--- src/design/dhr_divider.sv ---
// ----------------------------------------------------------------------------
// dhr_divider
// Restoring divider, one quotient bit per cycle (27-bit dividend, 16-bit divisor)
// ----------------------------------------------------------------------------
module dhr_divider (
    input  logic        i_clk,
    input  logic        i_rst_n,
    input  logic        i_start,
    input  logic [26:0] i_num,
    input  logic [15:0] i_den,
    output logic        o_done,
    output logic [26:0] o_quot
);
    logic [26:0] r_quot, n_quot;
    logic [15:0] r_rem, n_rem;
    logic [15:0] r_den, n_den;
    logic [4:0]  r_cnt, n_cnt;
    logic        r_busy, n_busy;
    logic [16:0] trial;

    always_comb begin
        n_quot = r_quot;
        n_rem  = r_rem;
        n_den  = r_den;
        n_cnt  = r_cnt;
        n_busy = r_busy;
        trial  = {r_rem, r_quot[26]};
        if (i_start) begin
            n_quot = i_num;
            n_rem  = '0;
            n_den  = i_den;
            n_cnt  = 5'd27;
            n_busy = 1'b1;
        end else if (r_busy) begin
            if (trial >= {1'b0, r_den}) begin
                n_rem  = 16'(trial - {1'b0, r_den});
                n_quot = {r_quot[25:0], 1'b1};
            end else begin
                n_rem  = trial[15:0];
                n_quot = {r_quot[25:0], 1'b0};
            end
            n_cnt = r_cnt - 5'd1;
            if (r_cnt == 5'd1) begin
                n_busy = 1'b0;
            end
        end
    end

    always_ff @(posedge i_clk) begin
        if (!i_rst_n) begin
            r_busy <= 1'b0;
            r_cnt  <= '0;
        end else begin
            r_busy <= n_busy;
            r_cnt  <= n_cnt;
        end
        r_quot <= n_quot;
        r_rem  <= n_rem;
        r_den  <= n_den;
    end

    assign o_done = r_busy && (r_cnt == 5'd1);
    assign o_quot = n_quot;
endmodule

--- config.mk ---
export PLATFORM = sky130hd
export DESIGN_NAME = dhr_divider
export DESIGN_NICKNAME = d
export VERILOG_FILES = /design/src/design/dhr_divider.sv
export SDC_FILE = /design/constraint.sdc
export NUM_CORES = 1
export LEC_CHECK = 0
export ABC_AREA = 1
export BUFFER_PORTS_ARGS = -buffer_cell sky130_fd_sc_hd__clkbuf_2
export CAP_MARGIN = 20
export CELL_PAD_IN_SITES_DETAIL_PLACEMENT = 1
export CELL_PAD_IN_SITES_GLOBAL_PLACEMENT = 1
export CORE_AREA = 2 2 89 108
export DETAILED_ROUTE_END_ITERATION = 7
export DIE_AREA = 0 0 91 110
export PLACE_DENSITY = 0.85
export RECOVER_POWER = 50
export SETUP_SLACK_MARGIN = 0.3
export SYNTH_ARGS = -nofsm -noshare
export SYNTH_HDL_FRONTEND = slang
export SYNTH_SLANG_ARGS = --single-unit
--- constraint.sdc ---
create_clock -name i_clk -period 3.8 [get_ports i_clk]
set_input_delay 0.38 -clock i_clk [delete_from_list [all_inputs] [get_ports i_clk]]
set_output_delay 0.38 -clock i_clk [all_outputs]
set_load 0.005 [all_outputs]
==> results.py, run 1 <==
metrics = {
    "clocking": {
        "path_clk_slew_ns": 0.08,
        "cts_root_buf": "clkbuf_8",
        "cts_resized": 0,
        "h-tree-depth": 3,
        "cts_hold_buf": 0,
        "cts_tree": "yes",
        "numCtsBuffers": 9,
        "clock_path_buffers": 2,
        "clock_latency_ns": 0.36,
        "cts_setup_buffers": 0,
        "cts_sinks": 65,
    },
    "routing": {
        "post_drt_wl_per_cell_um": 15.4,
        "first_pass_iters": 4,
        "drcViolationCount": 0,
        "final_antenna_net_count": 0,
        "viasPerCell": 5.13,
        "vias": 3610,
        "wl_um": 10800,
        "drt_iter0_drc": 138,
    },
    "floorplan": {
        "core_area_um2": 8940,
        "die_area_um2": 10000,
        "initial_utilization_pct": 42.0,
        "die_x_um": 91,
        "core.rowCount": 38,
        "io-pin-count": 74,
        "die_h_um": 110,
    },
    "critical_path": {
        "critPathCaptureType": "output pin",
        "startpoint_type": "register",
        "cp_slowest_stage_delay_ns": 0.48,
        "cp_max_fo": 17,
        "crit_cells": 10,
        "cpMostUsedCell": "nor2_1",
        "crit_family": "simple AND/OR/NAND/NOR gates",
        "crit_path_cell_trace": "ha_1 -> nand2_1 -> nor2_1 -> nand4_1 -> nand2_2 -> nor2_1 -> nand2_8 -> nor2_8 -> o21ai_0 -> clkbuf_2",
        "r2r_setup_slack_ns": 1.25,
        "cp-startpoint": "r_rem[8]",
        "slowest_stage": "nor2_1",
        "worstPathRequired_ns": 3.42,
        "cp-endpoint": "o_quot[0]",
        "critPathBufInv": 1,
        "cp.arrival_ns": 2.78,
        "crit_type": "reg -> out",
        "r2r-start": "r_rem[8]",
        "reg2reg_depth": 11,
        "reg2reg_to": "r_rem[11]",
    },
    "timing": {
        "finClkSkew_ns": 0.0172,
        "finalHoldViolations": 0,
        "clock.fmax_ghz": 0.317,
        "final_max_slew_viol_count": 0,
        "rsz0062_at_grt": "false",
        "finalSetupViolations": 0,
        "tightest_slew_ns": 1.00,
        "tns_ns": 0,
        "slew_headroom_pct": 33.2,
        "min_period_ns": 3.16,
        "post-route-period-util_pct": 83.1,
        "fin_ws_ns": 0.643,
    },
    "synth": {
        "ys_async_sr_fraction_pct": 0,
        "syn_area_per_cell_um2": 7.43,
        "synth-edff-count": 16,
        "synthTopCellsByArea": "dfxtp_1, nand2_1, edfxtp_1",
        "synth_area_um2": 3750,
        "yosysMostFrequentCell": "nand2_1",
        "synth_common_cells": "nand2_1, inv_1, dfxtp_1",
        "synth_area_leader_cell": "dfxtp_1",
        "ys_warn_count": 0,
        "synth_top_flop_cell": "dfxtp_1",
        "synth-seq-area-share_pct": 38.9,
        "synth-seq-cells": 65,
        "synth_fp_nets": 570,
        "synth_top_area_share_pct": 26.1,
        "synth_cell_types": 35,
        "syn_inst": 505,
    },
    "power": {
        "p_leak_nw": 2.26,
        "power.density_nw_per_um2": 380,
        "ir_drop_mv": 0.264,
    },
    "layout": {
        "seqCellArea_um2": 1460,
        "layout.nets": 644,
        "antenna_cells": 0,
        "multiInputGateArea_um2": 1830,
        "synthToLayoutAreaGrowth_pct": 17.0,
        "fill_cells": 1196,
        "drive_above_1_share_pct": 20.2,
        "final_util_pct": 49.1,
    },
    "global_routing": {
        "use_met3_pct": 4.62,
        "grt_pass1_vias": 3778,
        "grt_use_met2_pct": 41.9,
        "antenna_found_initial": 0,
        "grt_max_degree": 45,
        "grt_pass1_wl_um": 17600,
        "overflow": 0,
        "met1_usage_pct": 24.8,
        "grt_busiest_layer": "met2",
        "grt_usage_pct": 22.4,
    },
    "job": {
        "drv_cap": 0,
    },
    "place": {
        "place.gp.congestion": 0.915,
        "post-place-ws_ns": 1.22,
        "port_buffers": 73,
        "dp_hpwl_um": 8040,
    },
    "outcome": {
        "status": "completed",
    },
    "min_path": {
        "whs_path_depth": 1,
        "min_path_type": "in -> reg",
    },
}
metrics by stage:
stage	cell area, µm²	power, mW	hold slack, ns	cells
final	4390	1.67	0.186	704
after detailed placement	4210	1.09	0.468	688
after global placement	4210	1.08	0.455	688
after global routing	4390	1.75	0.184	704
after floorplan	3750	0.974	0.442	505
after CTS	4410	1.69	0.173	704
cell usage in the layout, fill, tap and decap left out, drive strengths merged:
cell type  netlist  layout
dfxtp           49      49
nand3           29      29
o21a             2       2
a221oi           1       1
and2             1       1
ha              18      18
nand4            9       9
a31oi            2       2
nor3             2       2
a21oi           24      24
inv             99     102
nor2            39      39
edfxtp          16      16
clkbuf           6      83
o211ai           4       4
o21ai           14      14
o221ai          25      25
clkinv           1       4
a21boi           7       7
buf              6       2
nand2          150     150
fa               1       1
state kept, by name (all words and copies together), names as in the netlist:
register,flops
r_busy,1
r_cnt,5
r_den,16
r_quot,27
r_rem,16
report_power, final:
part / internal (mW) / switching (mW)
Sequential: 0.764 / 0.0186
Clock: 0.282 / 0.307
Combinational: 0.106 / 0.192
final cells by class:
class | instances | share of cell area [%]
multi-input combinational | 328 | 41.7
sequential | 65 | 33.3
timing repair buffer | 75 | 8.61
inverter | 100 | 8.55
tap | 120 | 3.42
clock buffer | 10 | 3.39
clock inverter | 6 | 1.05
per-layer routing:
metal / part of all wire, % / up-vias
met5: 0 / -
li1: - / 1796
met3: 4.8 / 21
met2: 50 / 86
met4: 2.6 / 0
met1: 42 / 1707
how the worst min path moves through the flow:
stage                    from         to  slack (ns)
global route        i_den[13]  r_den[13]        0.18
floorplan            r_cnt[3]   r_cnt[3]        0.44
finish               i_den[7]   r_den[7]        0.19
global placement     r_cnt[3]   r_cnt[3]        0.46
detailed placement   r_cnt[4]   r_cnt[4]        0.47
CTS                 i_den[10]  r_den[10]        0.17
cell families (layout without fill, tap and decap cells):
logic type / after synthesis / count (layout) / synth area share (%)
buf+inv: 112 / 191 / 11.9
flops: 65 / 65 / 38.9
compound gates: 79 / 79 / 15.4
simple gates: 230 / 230 / 27.2
fa+ha+maj: 19 / 19 / 6.54
No activity file was read; power rests on OpenSTA's default activity.
==> run 2: changes to the inputs <==
--- a/config.mk
+++ b/config.mk
@@ -5,15 +5,15 @@
 export SDC_FILE = /design/constraint.sdc
 export NUM_CORES = 1
 export LEC_CHECK = 0
-export ABC_AREA = 1
+export ABC_AREA = 0
 export BUFFER_PORTS_ARGS = -buffer_cell sky130_fd_sc_hd__clkbuf_2
 export CAP_MARGIN = 20
 export CELL_PAD_IN_SITES_DETAIL_PLACEMENT = 1
 export CELL_PAD_IN_SITES_GLOBAL_PLACEMENT = 1
-export CORE_AREA = 2 2 89 108
+export CORE_AREA = 2 2 92 112
 export DETAILED_ROUTE_END_ITERATION = 7
-export DIE_AREA = 0 0 91 110
-export PLACE_DENSITY = 0.85
+export DIE_AREA = 0 0 94 114
+export PLACE_DENSITY = 0.77
 export RECOVER_POWER = 50
 export SETUP_SLACK_MARGIN = 0.3
 export SYNTH_ARGS = -nofsm -noshare
==> constraint.sdc (replaced) <==
create_clock -name i_clk -period 2.8 [get_ports i_clk]
set_input_delay 0.28 -clock i_clk [delete_from_list [all_inputs] [get_ports i_clk]]
set_output_delay 0.28 -clock i_clk [all_outputs]
set_load 0.005 [all_outputs]
==> run 2 against run 1 <==
Clock power up 100%. Non-clock buffer count up 8. Hold slack worse by 0.070 ns. Cell count shrank 15%. Via count fell by 15%. Total power increased by 72%. Register-to-register slack got worse by 0.81 ns. Largest power group is now clock. Highest routed layer unchanged.
==> results.py, run 2 <==
metrics = {
    "critical_path": {
        "crit_cells": 9,
        "worstPathRequired_ns": 2.52,
        "crit_type": "reg -> out",
        "critPathBufInv": 2,
        "r2r_setup_slack_ns": 0.44,
        "crit_path_cell_trace": "inv_1 -> ha_1 -> a21o_1 -> o2bb2ai_1 -> o21ba_2 -> o21a_1 -> mux2i_1 -> o21ai_1 -> buf_2",
        "reg2reg_depth": 10,
        "startpoint_type": "register",
        "slowest_stage": "edfxtp_1",
        "cp.arrival_ns": 2.25,
        "cp_slowest_stage_delay_ns": 0.36,
        "cp_max_fo": 5,
        "crit_family": "compound AO/OA/AOI/OAI gates",
        "critPathCaptureType": "output pin",
        "r2r-start": "r_den[4]",
        "reg2reg_to": "r_rem[9]",
    },
    "synth": {
        "ys_async_sr_fraction_pct": 0,
        "synth_area_leader_cell": "dfxtp_1",
        "synthTopCellsByArea": "dfxtp_1, edfxtp_1, mux2i_1",
        "synth-seq-cells": 65,
        "syn_area_per_cell_um2": 8.93,
        "synth_fp_nets": 458,
        "yosysMostFrequentCell": "nand2_1",
        "synth_top_flop_cell": "dfxtp_1",
        "synth_common_cells": "nand2_1, dfxtp_1, o21ai_0",
        "ys_warn_count": 0,
        "synth_cell_types": 47,
        "syn_inst": 393,
        "synth-edff-count": 16,
        "synth_area_um2": 3510,
        "synth_top_area_share_pct": 27.9,
        "synth-seq-area-share_pct": 41.6,
    },
    "clocking": {
        "cts_root_buf": "clkbuf_16",
        "path_clk_slew_ns": 0.06,
        "clock_latency_ns": 0.34,
        "clock_path_buffers": 2,
        "cts_hold_buf": 0,
        "cts_tree": "yes",
        "numCtsBuffers": 9,
        "cts_sinks": 65,
        "h-tree-depth": 3,
    },
    "timing": {
        "min_period_ns": 2.53,
        "final_max_slew_viol_count": 0,
        "tns_ns": 0,
        "clock.fmax_ghz": 0.396,
        "slew_headroom_pct": 26.1,
        "post-route-period-util_pct": 90.3,
        "finalHoldViolations": 0,
        "finClkSkew_ns": 0.00678,
        "fin_ws_ns": 0.273,
        "tightest_slew_ns": 1.11,
        "rsz0062_at_grt": "true",
        "finalSetupViolations": 0,
    },
    "layout": {
        "synthToLayoutAreaGrowth_pct": 26.3,
        "layout_common_cells": "clkbuf_2, nand2_1, dfxtp_1",
        "top_regs": "r_quot x27, r_den x16, r_rem x16",
        "layout_commonest_cell": "clkbuf_2",
        "drive_above_1_share_pct": 25.1,
        "largest_reg_flops": 27,
        "antenna_cells": 0,
        "layout.nets": 530,
        "top_register": "r_quot",
    },
    "routing": {
        "drcViolationCount": 0,
        "vias": 3072,
        "first_pass_iters": 4,
        "post_drt_wl_per_cell_um": 15.4,
        "drt_iter0_drc": 103,
        "wl_um": 9200,
        "final_antenna_net_count": 0,
        "viasPerCell": 5.15,
    },
    "power": {
        "ir_drop_mv": 0.300,
        "p_leak_nw": 1.94,
        "power.density_nw_per_um2": 650,
    },
    "global_routing": {
        "overflow": 0,
        "grt_max_degree": 58,
        "grt_pass1_vias": 3310,
        "grt_pass1_wl_um": 15400,
        "antenna_found_initial": 0,
        "grt_usage_pct": 18.3,
    },
    "floorplan": {
        "die_x_um": 94,
        "initial_utilization_pct": 36.0,
        "die_h_um": 114,
        "die_area_um2": 10700,
        "io-pin-count": 74,
        "core_area_um2": 9760,
        "core.rowCount": 40,
    },
    "min_path": {
        "hp-start": "i_den[6]",
        "holdPathEnd": "r_den[6]",
        "whs_path_depth": 1,
        "min_path_type": "in -> reg",
    },
    "place": {
        "place.gp.congestion": 0.808,
        "port_buffers": 73,
        "dp_hpwl_um": 6440,
        "post-place-ws_ns": 0.384,
    },
    "outcome": {
        "status": "completed",
    },
    "job": {
        "drv_cap": 0,
    },
}
run 2: cell types whose count changed after synthesis, moves of 9 or more:
| cell | delta |
|---|---|
| nand2_1 | -82 |
| a311oi_1 | +9 |
| inv_1 | -72 |
| nand3_1 | -23 |
| mux2i_1 | +28 |
| o21ai_0 | +20 |
| o221ai_1 | -25 |
| clkbuf_1 | +10 |
run 2: stage by stage:
step / utilization [%] / total power, mW / cells / cell area (µm²) / hold slack, ns
finish: 45.4 / 2.88 / 596 / 4430 / 0.117
global route: 45.4 / 3.03 / 596 / 4430 / 0.109
floorplan: - / 1.49 / 393 / 3510 / 0.379
global placement: 40.8 / 1.65 / 576 / 3990 / 0.458
detailed placement: 40.8 / 1.67 / 576 / 3990 / 0.459
CTS: 45.2 / 2.90 / 595 / 4410 / 0.109
run 2: final cells by class:
cell class                      instances  area (µm²)
Sequential cell                        65        1460
Clock buffer                           10         250
Tap cell                              126         158
Clock inverter                          6        63.8
Timing Repair Buffer                   83         445
Multi-Input combinational cell        284        1970
Inverter                               22        82.6
Fill cell                            1177        5330
run 2: timing repair:
action / 4_1_cts / 5_1_grt
pin swaps: 7 / 2
endpoints found under the setup margin: 2 / 2
gates resized for setup: 20 / 5
buffers inserted: 3 / 1
run 2: routing by layer:
metal  track usage, %  share of wire [%]  up-vias
met1             20.0                 40     1438
met3             5.42                6.1       15
met2             32.6                 52       81
li1                 -                  -     1538
met5                0                  0        -
met4             7.92                2.2        0
run 2: kinds of logic after synthesis:
group,after synthesis,share of synthesized area (%)
flip-flops,65,41.6
XOR/XNOR,14,3.49
multiplexers,28,7.98
AO/OA/AOI/OAI,101,19.1
adder cells (fa/ha/maj),19,6.99
buffers and inverters,44,5.38
AND/OR/NAND/NOR,122,15.4
run 2: worst max path at each step:
stage | startpoint | end | slack (ns)
after floorplan | r_den[14] | o_quot[0] | 0.51
after global placement | r_den[12] | o_quot[0] | 0.45
after detailed placement | r_den[14] | r_rem[0] | 0.38
after CTS | r_den[14] | o_quot[0] | 0.24
after global routing | r_den[12] | o_quot[0] | 0.15
final | r_den[4] | o_quot[0] | 0.27
run 2: where the power goes:
group | internal (mW) | switching (mW)
Sequential | 1.05 | 0.0596
Clock | 0.743 | 0.439
Combinational | 0.266 | 0.322
==> run 3: changes to the inputs <==
==> constraint.sdc (replaced) <==
create_clock -name i_clk -period 2.17 [get_ports i_clk]
set_input_delay 0.217 -clock i_clk [delete_from_list [all_inputs] [get_ports i_clk]]
set_output_delay 0.217 -clock i_clk [all_outputs]
set_load 0.005 [all_outputs]
==> run 3 against run 2 <==
The flow now finishes with violations (setup timing). Register-to-register slack got worse by 0.66 ns. Setup slack got worse by 0.56 ns. Flip-flop and latch count unchanged. Sequential share of layout area decreased by 2.0 points. Global-route usage increased by 0.34 points. Critical path depth unchanged. Utilization increased by 3.0 points.
==> results.py, run 3 (same netlist as run 2, synthesis figures left out) <==
metrics = {
    "outcome": {
        "status": "finished, violations left",
        "violations": "setup timing",
    },
    "clocking": {
        "cts_tree": "yes",
        "clock_path_buffers": 2,
        "h-tree-depth": 3,
        "clock_latency_ns": 0.34,
        "numCtsBuffers": 9,
        "cts_root_buf": "clkbuf_16",
        "cts_hold_buf": 0,
        "cts_sinks": 65,
        "path_clk_slew_ns": 0.06,
    },
    "critical_path": {
        "cp_slowest_stage_delay_ns": 0.38,
        "cp_max_fo": 2,
        "crit_type": "reg -> out",
        "worstPathRequired_ns": 1.95,
        "crit_path_cell_trace": "inv_2 -> ha_4 -> a21o_1 -> a211o_1 -> a211o_1 -> o21a_4 -> mux2i_1 -> o21ai_1 -> clkbuf_2",
        "critPathCaptureType": "output pin",
        "slowest_stage": "edfxtp_1",
        "cpMostUsedCell": "a211o_1",
        "startpoint_type": "register",
        "crit_family": "compound AO/OA/AOI/OAI gates",
        "critPathBufInv": 2,
        "cp.arrival_ns": 2.24,
    },
    "layout": {
        "drive_above_1_share_pct": 32.2,
        "synthToLayoutAreaGrowth_pct": 34.5,
        "layout_common_cells": "clkbuf_2, nand2_1, dfxtp_1",
        "layout.nets": 563,
        "top_register": "r_quot",
        "layout_commonest_cell": "clkbuf_2",
        "largest_reg_flops": 27,
        "antenna_cells": 0,
        "top_regs": "r_quot x27, r_den x16, r_rem x16",
    },
    "power": {
        "power_mw": 3.72,
        "p_leak_nw": 2.13,
        "p_int_mw": 2.65,
        "p_sw_mw": 1.07,
        "pwr-share-clk_pct": 38.4,
        "power.density_nw_per_um2": 788,
        "p_sw_share_pct": 28.8,
        "seqPwrFrac_pct": 38.2,
        "ir_drop_mv": 0.453,
        "combPwrFrac_pct": 23.3,
    },
    "global_routing": {
        "grt_max_degree": 52,
        "antenna_found_initial": 0,
        "grt_pass1_wl_um": 15600,
        "grt_pass1_vias": 3358,
        "grt_usage_pct": 18.7,
        "overflow": 0,
    },
    "timing": {
        "tightest_slew_ns": 0.425,
        "finalHoldViolations": 0,
        "rsz0062_at_grt": "true",
        "post-route-period-util_pct": 113,
        "tns_ns": -2.53,
        "min_period_ns": 2.45,
        "finClkSkew_ns": 0.00719,
        "clock.fmax_ghz": 0.407,
        "slew_headroom_pct": 71.7,
        "fin_ws_ns": -0.285,
        "final_max_slew_viol_count": 0,
        "finalSetupViolations": 17,
    },
    "floorplan": {
        "io-pin-count": 74,
        "die_x_um": 94,
        "core_area_um2": 9760,
        "initial_utilization_pct": 36.0,
        "die_h_um": 114,
        "die_area_um2": 10700,
        "core.rowCount": 40,
    },
    "job": {
        "drv_cap": 0,
    },
    "min_path": {
        "min_path_type": "in -> reg",
    },
    "routing": {
        "vias": 3197,
        "post_drt_wl_per_cell_um": 14.7,
        "final_antenna_net_count": 0,
        "wl_um": 9260,
        "first_pass_iters": 4,
        "viasPerCell": 5.08,
        "drcViolationCount": 0,
        "drt_iter0_drc": 58,
    },
    "place": {
        "port_buffers": 73,
        "post-place-ws_ns": -0.101,
        "place.gp.congestion": 0.868,
        "dp_hpwl_um": 6770,
    },
}
## run 3: worst paths after layout
| check | from | slack (ns) | to | cells after the start |
|---|---|---|---|---|
| worst max-delay path | r_den[14] | -0.28 | o_quot[0] | 9 |
| worst min-delay path | i_den[13] | 0.05 | r_den[13] | 1 |
| worst max register to register | r_den[14] | -0.22 | r_rem[1] | 10 |
| worst min register to register | r_rem[4] | 0.51 | r_rem[5] | 2 |
## run 3: power groups by stage
stage / logic (mW) / registers (mW) / clock network (mW)
6_report: 0.869 / 1.42 / 1.43
5_1_grt: 0.971 / 1.44 / 1.52
4_1_cts: 0.863 / 1.42 / 1.47
3_5_place_dp: 0.824 / 1.45 / 0
3_3_place_gp: 0.801 / 1.44 / 0
2_1_floorplan: 0.520 / 1.43 / 0
## run 3: worst reg2reg max path, stage by stage, from the launching register on
cell and delay, ns:
edfxtp_1 0.38, inv_2 0.08, ha_4 0.20, a21o_1 0.16, a211o_1 0.26, a211o_1 0.27, o21a_4 0.21, buf_4 0.13
buf_6 0.12, or4_4 0.41, o311ai_2 0.08
## run 3: layout make-up
class	instances	area (µm²)
Sequential cell	65	1460
Tap cell	126	158
Clock buffer	11	264
Multi-Input combinational cell	284	1990
Clock inverter	5	35.0
Inverter	22	82.6
Timing Repair Buffer	116	734
Fill cell	1146	5040
## run 3: per-layer routing
layer	part of all wire, %	global-route usage [%]	routed length, µm
met5	0	0	0
met3	4.6	4.36	423
met4	3.1	9.08	286
met2	51	33.5	4730
met1	41	20.4	3820
## run 3: repair_timing
action,CTS,global route
resized for setup,16,10
endpoints found under the hold margin,0,0
buffers inserted,3,1
pin swaps,7,7
setup endpoints to repair,19,19
## run 3: through the flow
stage	utilization (%)	instance area [µm²]	hold slack (ns)	cells
after floorplan	-	3570	0.316	393
after global placement	44.1	4300	0.397	609
after detailed placement	44.1	4300	0.398	609
after CTS	47.9	4680	0.0418	628
after global routing	48.4	4720	0.0477	629
final	48.4	4720	0.0543	629
